## src/rtl/mvcc_version_store_core_defines.svh

```systemverilog
// Assertion macros shared by the version store RTL.
// Depends on nothing; the user supplies clk and rst_n in scope.
`ifndef MVCC_VERSION_STORE_CORE_DEFINES_SVH
`define MVCC_VERSION_STORE_CORE_DEFINES_SVH

// Same-cycle implication, sampled on clk, off while in reset
`define MVS_ASSERT_IMP(lbl, ante, cons, msg) \
    lbl: assert property (@(posedge clk) disable iff (!rst_n) (ante) |-> (cons)) \
        else $error(msg);

// Next-cycle implication, sampled on clk, off while in reset
`define MVS_ASSERT_NEXT(lbl, ante, cons, msg) \
    lbl: assert property (@(posedge clk) disable iff (!rst_n) (ante) |=> (cons)) \
        else $error(msg);

`endif

```

## src/rtl/mvs_pkg.sv

```systemverilog
// Shared sizes, codes and control types of the version store.
// Depends on nothing; imported by every module of the block except mvs_ram.
`timescale 1ns / 1ps

package mvs_pkg;

    // Store geometry
    localparam int KEYS     = 1024;
    localparam int VERSIONS = 8;

    // Field widths fixed by the interface
    localparam int OP_W    = 2;
    localparam int KEY_FW  = 10;
    localparam int STAMP_W = 31;
    localparam int VALUE_W = 32;

    // Derived widths
    localparam int KEY_AW = (KEYS > 1) ? $clog2(KEYS) : 1;
    localparam int SLOT_W = (VERSIONS > 1) ? $clog2(VERSIONS) : 1;
    localparam int CNT_W  = $clog2(VERSIONS + 1);
    localparam int VER_D  = KEYS * VERSIONS;
    localparam int VER_AW = (VER_D > 1) ? $clog2(VER_D) : 1;

    // Packed stream widths
    localparam int S_DATA_BITS = KEY_FW + STAMP_W + VALUE_W;
    localparam int S_DATA_W    = ((S_DATA_BITS + 7) / 8) * 8;
    localparam int M_DATA_W    = VALUE_W;
    localparam int USER_W      = 2;

    // Operation codes
    localparam logic [OP_W-1:0] OP_READ   = 2'd0;
    localparam logic [OP_W-1:0] OP_CHECK  = 2'd1;
    localparam logic [OP_W-1:0] OP_WRITE  = 2'd2;
    localparam logic [OP_W-1:0] OP_UNUSED = 2'd3;

    // Control from the sequencer to the shared compare unit
    typedef struct packed {
        logic              clear;
        logic              step;
        logic [SLOT_W-1:0] slot;
    } scan_ctl_t;

    // Running result of the compare unit
    typedef struct packed {
        logic               hit;
        logic [STAMP_W-1:0] stamp;
        logic [SLOT_W-1:0]  slot;
    } scan_res_t;

endpackage

```

## src/rtl/mvs_scan_unit.sv

```systemverilog
// Shared stamp compare unit: tracks the newest version not newer than the request.
// Depends on mvs_pkg.
`timescale 1ns / 1ps

module mvs_scan_unit
    import mvs_pkg::*;
(
    input  logic               clk,
    input  logic               rst_n,
    input  scan_ctl_t          ctl,
    input  logic [STAMP_W-1:0] stamp,
    input  logic [STAMP_W-1:0] txn,
    output scan_res_t          res
);

    logic               hit_reg;
    logic [STAMP_W-1:0] best_reg;
    logic [SLOT_W-1:0]  slot_reg;
    logic               take;

    // Candidate is not newer than the request and beats the current best
    assign take = ctl.step && (stamp <= txn) && (!hit_reg || (stamp > best_reg));

    // Hit flag is control state
    always_ff @(posedge clk or negedge rst_n)
    begin
        if (!rst_n)
        begin
            hit_reg <= 1'b0;
        end
        else if (ctl.clear)
        begin
            hit_reg <= 1'b0;
        end
        else if (take)
        begin
            hit_reg <= 1'b1;
        end
    end

    // Best stamp and its slot
    always_ff @(posedge clk)
    begin
        if (take && !ctl.clear)
        begin
            best_reg <= stamp;
            slot_reg <= ctl.slot;
        end
    end

    assign res.hit   = hit_reg;
    assign res.stamp = best_reg;
    assign res.slot  = slot_reg;

endmodule

```

## config.mk

```make
export PLATFORM = sky130hd
export DESIGN_NAME = mvs_scan_unit
export DESIGN_NICKNAME = d
export VERILOG_FILES = /design/src/rtl/mvcc_version_store_core_defines.svh /design/src/rtl/mvs_pkg.sv /design/src/rtl/mvs_scan_unit.sv
export SDC_FILE = /design/constraint.sdc
export NUM_CORES = 1
export LEC_CHECK = 0
export BUFFER_PORTS_ARGS = -buffer_cell sky130_fd_sc_hd__buf_2
export CAP_MARGIN = 25
export CORE_MARGIN = 3
export CORE_UTILIZATION = 45
export DETAILED_ROUTE_END_ITERATION = 8
export PLACE_DENSITY_LB_ADDON = 0.3
export REMOVE_ABC_BUFFERS = 1
export SKIP_LAST_GASP = 1
export SLEW_MARGIN = 10
export SYNTH_ARGS = -nofsm -noshare
export SYNTH_HDL_FRONTEND = slang
export SYNTH_SLANG_ARGS = --single-unit
```

## constraint.sdc

```tcl
create_clock -name clk -period 6.5 [get_ports clk]
set_clock_uncertainty 0.1 [all_clocks]
set_input_delay 1.3 -clock clk [delete_from_list [all_inputs] [get_ports clk]]
set_output_delay 1.3 -clock clk [all_outputs]
set_load 0.005 [all_outputs]
```

==> qor.txt, run 1 <==
hold_buf cts -> 0
final wirelength -> 5840 microns
Tmin final -> 4.09 ns
DR vias/cell -> 4.94
CTS H-tree depth -> 2
library cells used by synthesis -> 31
Pwr Total -> 537 uW
Synth Cell Area -> 0.00266 sq mm
post_cts resized -> 0
ratio of cells with drive above 1 in the final layout -> 0.301
Sw Ratio -> 0.273
row cnt -> 27
type of origin of the critical path -> input port
crit path kind -> input port to flop
crit-path leading delay family -> simple AND/OR/NAND/NOR gates
FF-to-FF setup slack -> 3.40 ns
Worst setup EP type -> flop
core box area -> 0.00561 sq mm
Critical Path RT -> 6.37 ns
pin count of the biggest net entering global routing -> 19
final worst-path cycle share -> 0.630
post-CTS setup repair buffer count -> 0
die height -> 82.8 microns
# fillers -> 514
Slowest-stage cell, CP -> and3b_1
Area Growth Syn to Fin -> 25.8%
worst-skew pair later-pin latency -> 0.28 ns
HP Class -> flop to flop
Placer Congestion -> 0.828
Psw -> 147 uW
vias in the first global route -> 2178
endpoints failing setup -> 0
max_cap viols -> 0
CTS tree -> built
Clock Power Share -> 0.276
Die ar. -> 0.00686 sq mm
maximum vdd drop -> 0.0922 mV
boundary pin count -> 104
drt first pass iters -> 4
total power per unit cell area -> 161 mW/mm^2
Starting Density -> 0.473
CP cell instances -> buf_2 > ha_1 > nand4_2 > or4_4 > nor3b_2 > a21oi_1 > a31oi_1 > and3b_1 > buf_4
ant diodes -> 0
initial antenna violation count -> 0
first-pass GRT wire length -> 9600 microns
Slew HR -> 0.495
Congestion Overflow GR -> 0
Die Width -> 82.8 microns
Routed Antenna Nets -> 0
setup_tns -> 0 ns
wire per inst -> 13.1 microns
CTS root buffer -> clkbuf_8
NumNets Final -> 505
Sequential Power Share -> 0.494
PortBufs -> 103
crit path max fanout -> 18
crit path buf inv count -> 2
CTS max path bufs -> 2
Leakage Power -> 0.00177 uW
Hold Vio Cnt, Final -> 0
Yosys reg bits -> 35
status -> finished clean
All-Layer GR Usage -> 0.169
Yosys Warn Count -> 0
flip-flop count of the largest register after layout -> 31
hpwl dp -> 5040 microns
arrival time of the worst setup path -> 3.96 ns
Sink Count -> 35
fin. max-slew vios -> 0
Vias -> 2207
CP max stage delay -> 0.69 ns
internal power -> 391 uW
clock buffer count from CTS -> 5
Reg clk slew, reported paths -> 0.07 ns
routing usage on met2 -> 0.300
Achievable Freq -> 244 MHz
cell count after synthesis -> 264
RSZ-0062 raised after global routing -> false
combinational power share -> 0.230
global routing's busiest layer -> met2
register area share after synthesis -> 0.394
grt met3 use -> 0.0466
Worst-Margin Slew -> 0.757 ns
M1 GR Usage -> 0.208
DRT iter0 DRCs -> 54
drc violations -> 0
Avg Cell Area, Syn -> 10.1 sq um
worst reg2reg max path, cell delays in order (launching register included):
cell,delay [ns]
edfxtp_1,0.35
inv_1,0.06
ha_1,0.31
nand4_1,0.13
nor3_1,0.36
nand3_1,0.15
o211ai_1,0.16
a21oi_1,0.06
and3b_1,0.71
buf_4,0.39
cell type report:
class	instances	area (sq um)	area share
Clock buffer	6	72.6	0.0217
Clock inverter	2	7.51	0.00225
Inverter	65	244	0.0730
Multi-Input combinational cell	163	1360	0.406
Sequential cell	35	1050	0.313
Tap cell	72	90.1	0.0270
Timing Repair Buffer	104	523	0.157
layout by cell type, fill, tap and decap left out:
master / netlist / final
a21o_1: 1 / 1
nand2b_1: 1 / 1
nand4_4: 1 / 1
nor4_1: 1 / 1
nand2_1: 15 / 15
dfrtp_1: 1 / 1
a2111oi_0: 1 / 1
o211ai_1: 2 / 2
nor3_1: 4 / 4
o21ai_0: 6 / 6
nand3b_1: 2 / 2
nor3b_2: 1 / 1
clkbuf_1: 0 / 1
buf_4: 1 / 1
o21ai_1: 2 / 2
a41oi_1: 1 / 1
a221oi_1: 2 / 2
edfxtp_1: 34 / 34
a31oi_1: 1 / 1
o31ai_1: 2 / 2
a22oi_1: 1 / 1
and3b_1: 1 / 1
or4_4: 1 / 1
nor2_1: 8 / 8
nand4_1: 10 / 10
a21boi_0: 1 / 1
ha_1: 62 / 62
inv_1: 65 / 65
nand4_2: 1 / 1
buf_2: 0 / 103
nand3_1: 7 / 7
clkinv_1: 0 / 2
a21oi_1: 24 / 24
clkbuf_8: 0 / 5
a211oi_1: 4 / 4
layer usage:
metal,share of wire,vias up
met5,0,-
met1,0.43,967
li1,-,1160
met2,0.49,74
met4,0.0084,0
met3,0.069,6
metrics by stage:
step                      cell area [sq um]  hold WS (ns)  worst slack, ns   util  std cells
after detailed placement               3260         0.475             2.06  0.581        439
final                                  3340         0.484             2.41  0.596        447
after global placement                 3260         0.485             2.11  0.581        439
after floorplan                        2650         0.420             2.43      -        263
after CTS                              3340         0.493             2.36  0.596        447
after global routing                   3340         0.531             2.22  0.596        447
cells by family (layout without fill, tap and decap cells):
family / after synthesis / in the layout / share of synthesized area
compound gates: 48 / 48 / 0.107
fa+ha+maj: 62 / 62 / 0.292
buf+inv: 66 / 177 / 0.0947
flops: 35 / 35 / 0.394
simple gates: 53 / 53 / 0.112
power by group through the flow:
stage | combinational [uW] | clock [uW] | sequential, uW
floorplan | 68.6 | 0 | 271
global placement | 121 | 0 | 270
detailed placement | 125 | 0 | 270
CTS | 126 | 153 | 266
global route | 144 | 164 | 267
finish | 124 | 148 | 265
cell usage after synthesis:
cell / count / share of area
nand4_2: 1 / 0.0047
o31ai_1: 2 / 0.0057
dfrtp_1: 1 / 0.0094
a211oi_1: 4 / 0.011
o21ai_0: 6 / 0.011
nor2_1: 8 / 0.011
a22oi_1: 1 / 0.0028
nand2b_1: 1 / 0.0024
a41oi_1: 1 / 0.0033
a21oi_1: 24 / 0.045
a221oi_1: 2 / 0.0066
o21ai_1: 2 / 0.0038
a21o_1: 1 / 0.0028
and3b_1: 1 / 0.0033
buf_4: 1 / 0.0028
or4_4: 1 / 0.0042
nand3_1: 7 / 0.013
inv_1: 65 / 0.092
a31oi_1: 1 / 0.0024
edfxtp_1: 34 / 0.38
nand3b_1: 2 / 0.0057
nor3_1: 4 / 0.0075
o211ai_1: 2 / 0.0057
nor4_1: 1 / 0.0024
nand4_4: 1 / 0.0080
a21boi_0: 1 / 0.0028
nand4_1: 10 / 0.024
nand2_1: 15 / 0.021
a2111oi_0: 1 / 0.0033
ha_1: 62 / 0.29
nor3b_2: 1 / 0.0047
worst paths after layout:
| check | start | to | cells past startpoint |
|---|---|---|---|
| min in group asynchronous | rst_n | hit_reg$_DFFE_PN0P_ | 1 |
| min reg2reg | hit_reg$_DFFE_PN0P_ | hit_reg$_DFFE_PN0P_ | 1 |
| max | stamp[14] | best_reg[13]$_DFFE_PP_ | 9 |
| max reg2reg | best_reg[29]$_DFFE_PP_ | best_reg[13]$_DFFE_PP_ | 9 |
| max in group asynchronous | rst_n | hit_reg$_DFFE_PN0P_ | 1 |
| min | hit_reg$_DFFE_PN0P_ | hit_reg$_DFFE_PN0P_ | 1 |
(Power assumes the default switching activity.)
==> inputs of run 2 (changes only) <==
- ABC_AREA: unset -> 1
- clock period: 6.5 -> 4.1 ns (I/O delays scaled with it)
==> run 2 against run 1 <==
  * Via count is 14% higher
  * Global-route usage is 1.3 points higher
  * Combinational power is 85% higher
  * Count of clock-buffer cells in the layout is 1 higher
  * Worst setup slack worse by 1.1 ns
  * Sequential share of layout area is 2.4 points lower
==> qor.txt, run 2 <==
synth cell count leaders -> 93 x inv_1, 89 x nand2_1, 62 x ha_1
DR vias/cell -> 4.67 (-5.4%)
Congestion Overflow GR -> 0 (unchanged)
post-synth top area cell -> edfxtp_1
Hold Vio Cnt, Final -> 0 (unchanged)
All-Layer GR Usage -> 0.182 (+0.0127)
die height -> 86.4 microns (+4.3%)
wire per inst -> 12.1 microns (-7.3%)
Starting Density -> 0.477 (+0.00377)
Worst-Margin Slew -> 0.534 ns (-0.224 ns)
commonest non-fill, non-tap cell in the layout -> buf_2
Placer Congestion -> 0.821 (-0.83%)
row cnt -> 28 (+3.7%)
post-place setup slack -> 0.979 ns (-1.08 ns)
CTS H-tree depth -> 2 (unchanged)
type of origin of the critical path -> input port
Worst Slack Setup Final -> 1.29 ns (-1.11 ns)
Achievable Freq -> 356 MHz
drt first pass iters -> 4 (unchanged)
final wirelength -> 6510 microns (+11%)
status -> finished clean
CTS root buffer -> clkbuf_8
post_cts resized -> 0 (unchanged)
library cells used by synthesis -> 21 (-32%)
post-CTS setup repair buffer count -> 0 (unchanged)
maximum vdd drop -> 0.139 mV (+50%)
NumNets Final -> 592 (+17%)
register area share after synthesis -> 0.360 (-0.0344)
DRT iter0 DRCs -> 100 (+85%)
Post-synth EDFFs -> 34 (unchanged)
Util after Layout -> 0.594 (-0.00192)
Vias -> 2507 (+14%)
setup_tns -> 0 ns (unchanged)
Sink Count -> 35 (unchanged)
Die ar. -> 0.00746 sq mm (+8.9%)
Die Width -> 86.4 microns (+4.3%)
hpwl dp -> 5700 microns (+13%)
Avg Cell Area, Syn -> 8.29 sq um (-18%)
total power per unit cell area -> 247 mW/mm^2 (+53%)
Tmin final -> 2.81 ns
ratio of cells with drive above 1 in the final layout -> 0.271 (-0.0308)
crit path max fanout -> 19 (+1)
pin count of the biggest net entering global routing -> 20 (+1)
ant diodes -> 0 (unchanged)
placed cell count -> 529 (+21%)
Synth Cell Area -> 0.00291 sq mm (+9.6%)
CTS tree -> built
first-pass GRT wire length -> 10800 microns (+12%)
Final Non-Filler Cells -> 537 (+20%)
flip-flop count of the largest register after layout -> 31 (unchanged)
fin. max-slew vios -> 0 (unchanged)
PortBufs -> 103 (unchanged)
max_cap viols -> 0 (unchanged)
endpoints failing setup -> 0 (unchanged)
Area Growth Syn to Fin -> 24.4%
CTS max path bufs -> 2 (unchanged)
clock buffer count from CTS -> 5 (unchanged)
Yosys Warn Count -> 0 (unchanged)
crit path kind -> input port to flop
core box area -> 0.00610 sq mm (+8.7%)
initial antenna violation count -> 0 (unchanged)
Worst setup EP type -> flop
drc violations -> 0 (unchanged)
vias in the first global route -> 2504 (+15%)
RSZ-0062 raised after global routing -> false
Reg clk slew, reported paths -> 0.07 ns (about the same)
Yosys reg bits -> 35 (unchanged)
Area contributors post-synth -> edfxtp_1 35%, ha_1 27%, inv_1 12%, nand2_1 11%, a21oi_1 3.3%
commonest cells after routing, fill and taps aside -> 103 x buf_2, 93 x inv_1, 89 x nand2_1
HP Class -> input port to async pin
Critical Path RT -> 3.99 ns (-2.38 ns)
cell count after synthesis -> 351 (+33%)
boundary pin count -> 104 (unchanged)
final worst-path cycle share -> 0.684
count leader, synth -> inv_1
Leakage Power -> 0.00209 uW (+18%)
worst-skew pair later-pin latency -> 0.28 ns (about the same)
top-area cell type share of the netlist area -> 0.351 (-0.0336)
Cell Area, Placed -> 0.00354 sq mm (+8.5%)
arrival time of the worst setup path -> 2.70 ns (-1.26 ns)
post-synthesis async set-or-reset flop share -> 0.0286 (unchanged)
post-route cell area -> 0.00362 sq mm (+8.4%)
ys flop type -> edfxtp_1
Slew HR -> 0.643 (+0.148)
Routed Antenna Nets -> 0 (unchanged)
hold_buf cts -> 0 (unchanged)
## run 2: cell count changes after synthesis, sizes merged, moves of 5 or more
| cell | previous run | this run |
|---|---|---|
| inv | 65 | 93 |
| nand2 | 15 | 93 |
| nand4 | 12 | 7 |
| nor2 | 8 | 22 |
| o21ai | 8 | 1 |
## run 2: stage by stage
stage / power [uW] / hold slack (ns)
after global placement: 651 / 0.469
after CTS: 905 / 0.191
after floorplan: 562 / 0.419
final: 893 / 0.198
after global routing: 955 / 0.182
after detailed placement: 661 / 0.478
## run 2: power breakdown
part	internal, uW	switching, uW	leakage, uW
clock network	119	123	0.0000422
registers	413	7.39	0.000325
logic	101	130	0.00172
total	632	260	0.00209
## run 2: metal layers
| layer | vias to the layer above | GRT usage | part of all wire |
|---|---|---|---|
| met5 | - | 0 | 0 |
| met4 | 0 | 0.0510 | 0.011 |
| met3 | 4 | 0.0380 | 0.067 |
| met2 | 67 | 0.326 | 0.50 |
| met1 | 1099 | 0.220 | 0.42 |
| li1 | 1337 | - | - |
## run 2: worst paths after layout
path | from | endpoint | slack [ns] | cells after the start
max | stamp[14] | best_reg[25]$_DFFE_PP_ | 1.29 | 14
min | rst_n | hit_reg$_DFFE_PN0P_ | 0.20 | 1
max reg2reg | best_reg[22]$_DFFE_PP_ | best_reg[25]$_DFFE_PP_ | 1.60 | 11
min reg2reg | hit_reg$_DFFE_PN0P_ | hit_reg$_DFFE_PN0P_ | 0.49 | 2
max in group asynchronous | rst_n | hit_reg$_DFFE_PN0P_ | 3.62 | 1
min in group clk | hit_reg$_DFFE_PN0P_ | hit_reg$_DFFE_PN0P_ | 0.49 | 2
## run 2: logic make-up (layout without fill, tap and decap cells)
family	Yosys count	count (layout)	synth area share
adders and majority gates	62	62	0.267
DFF	35	35	0.360
and+or+nand+nor	135	135	0.202
buffers and inverters	94	205	0.123
AOI/OAI and AO/OA	25	25	0.0490
## run 2: layout make-up
cell class | count | area (sq um)
inverter | 93 | 349
sequential | 35 | 1050
multi-input combinational | 222 | 1510
clock inverter | 1 | 5.00
timing repair buffer | 104 | 536
tap | 75 | 93.8
fill | 586 | 2480
clock buffer | 7 | 76.3
## run 2: worst max-delay path, stage by stage
cell and delay, ns:
buf_2 0.12, ha_1 0.31, nand2_1 0.10, inv_1 0.04, nand2_1 0.05, nand2_1 0.05
a21oi_1 0.18, nand2_1 0.09, nand2_1 0.06, nand2_1 0.04, nand2_1 0.07, nand2_2 0.08
nor2_4 0.45, buf_12 0.24
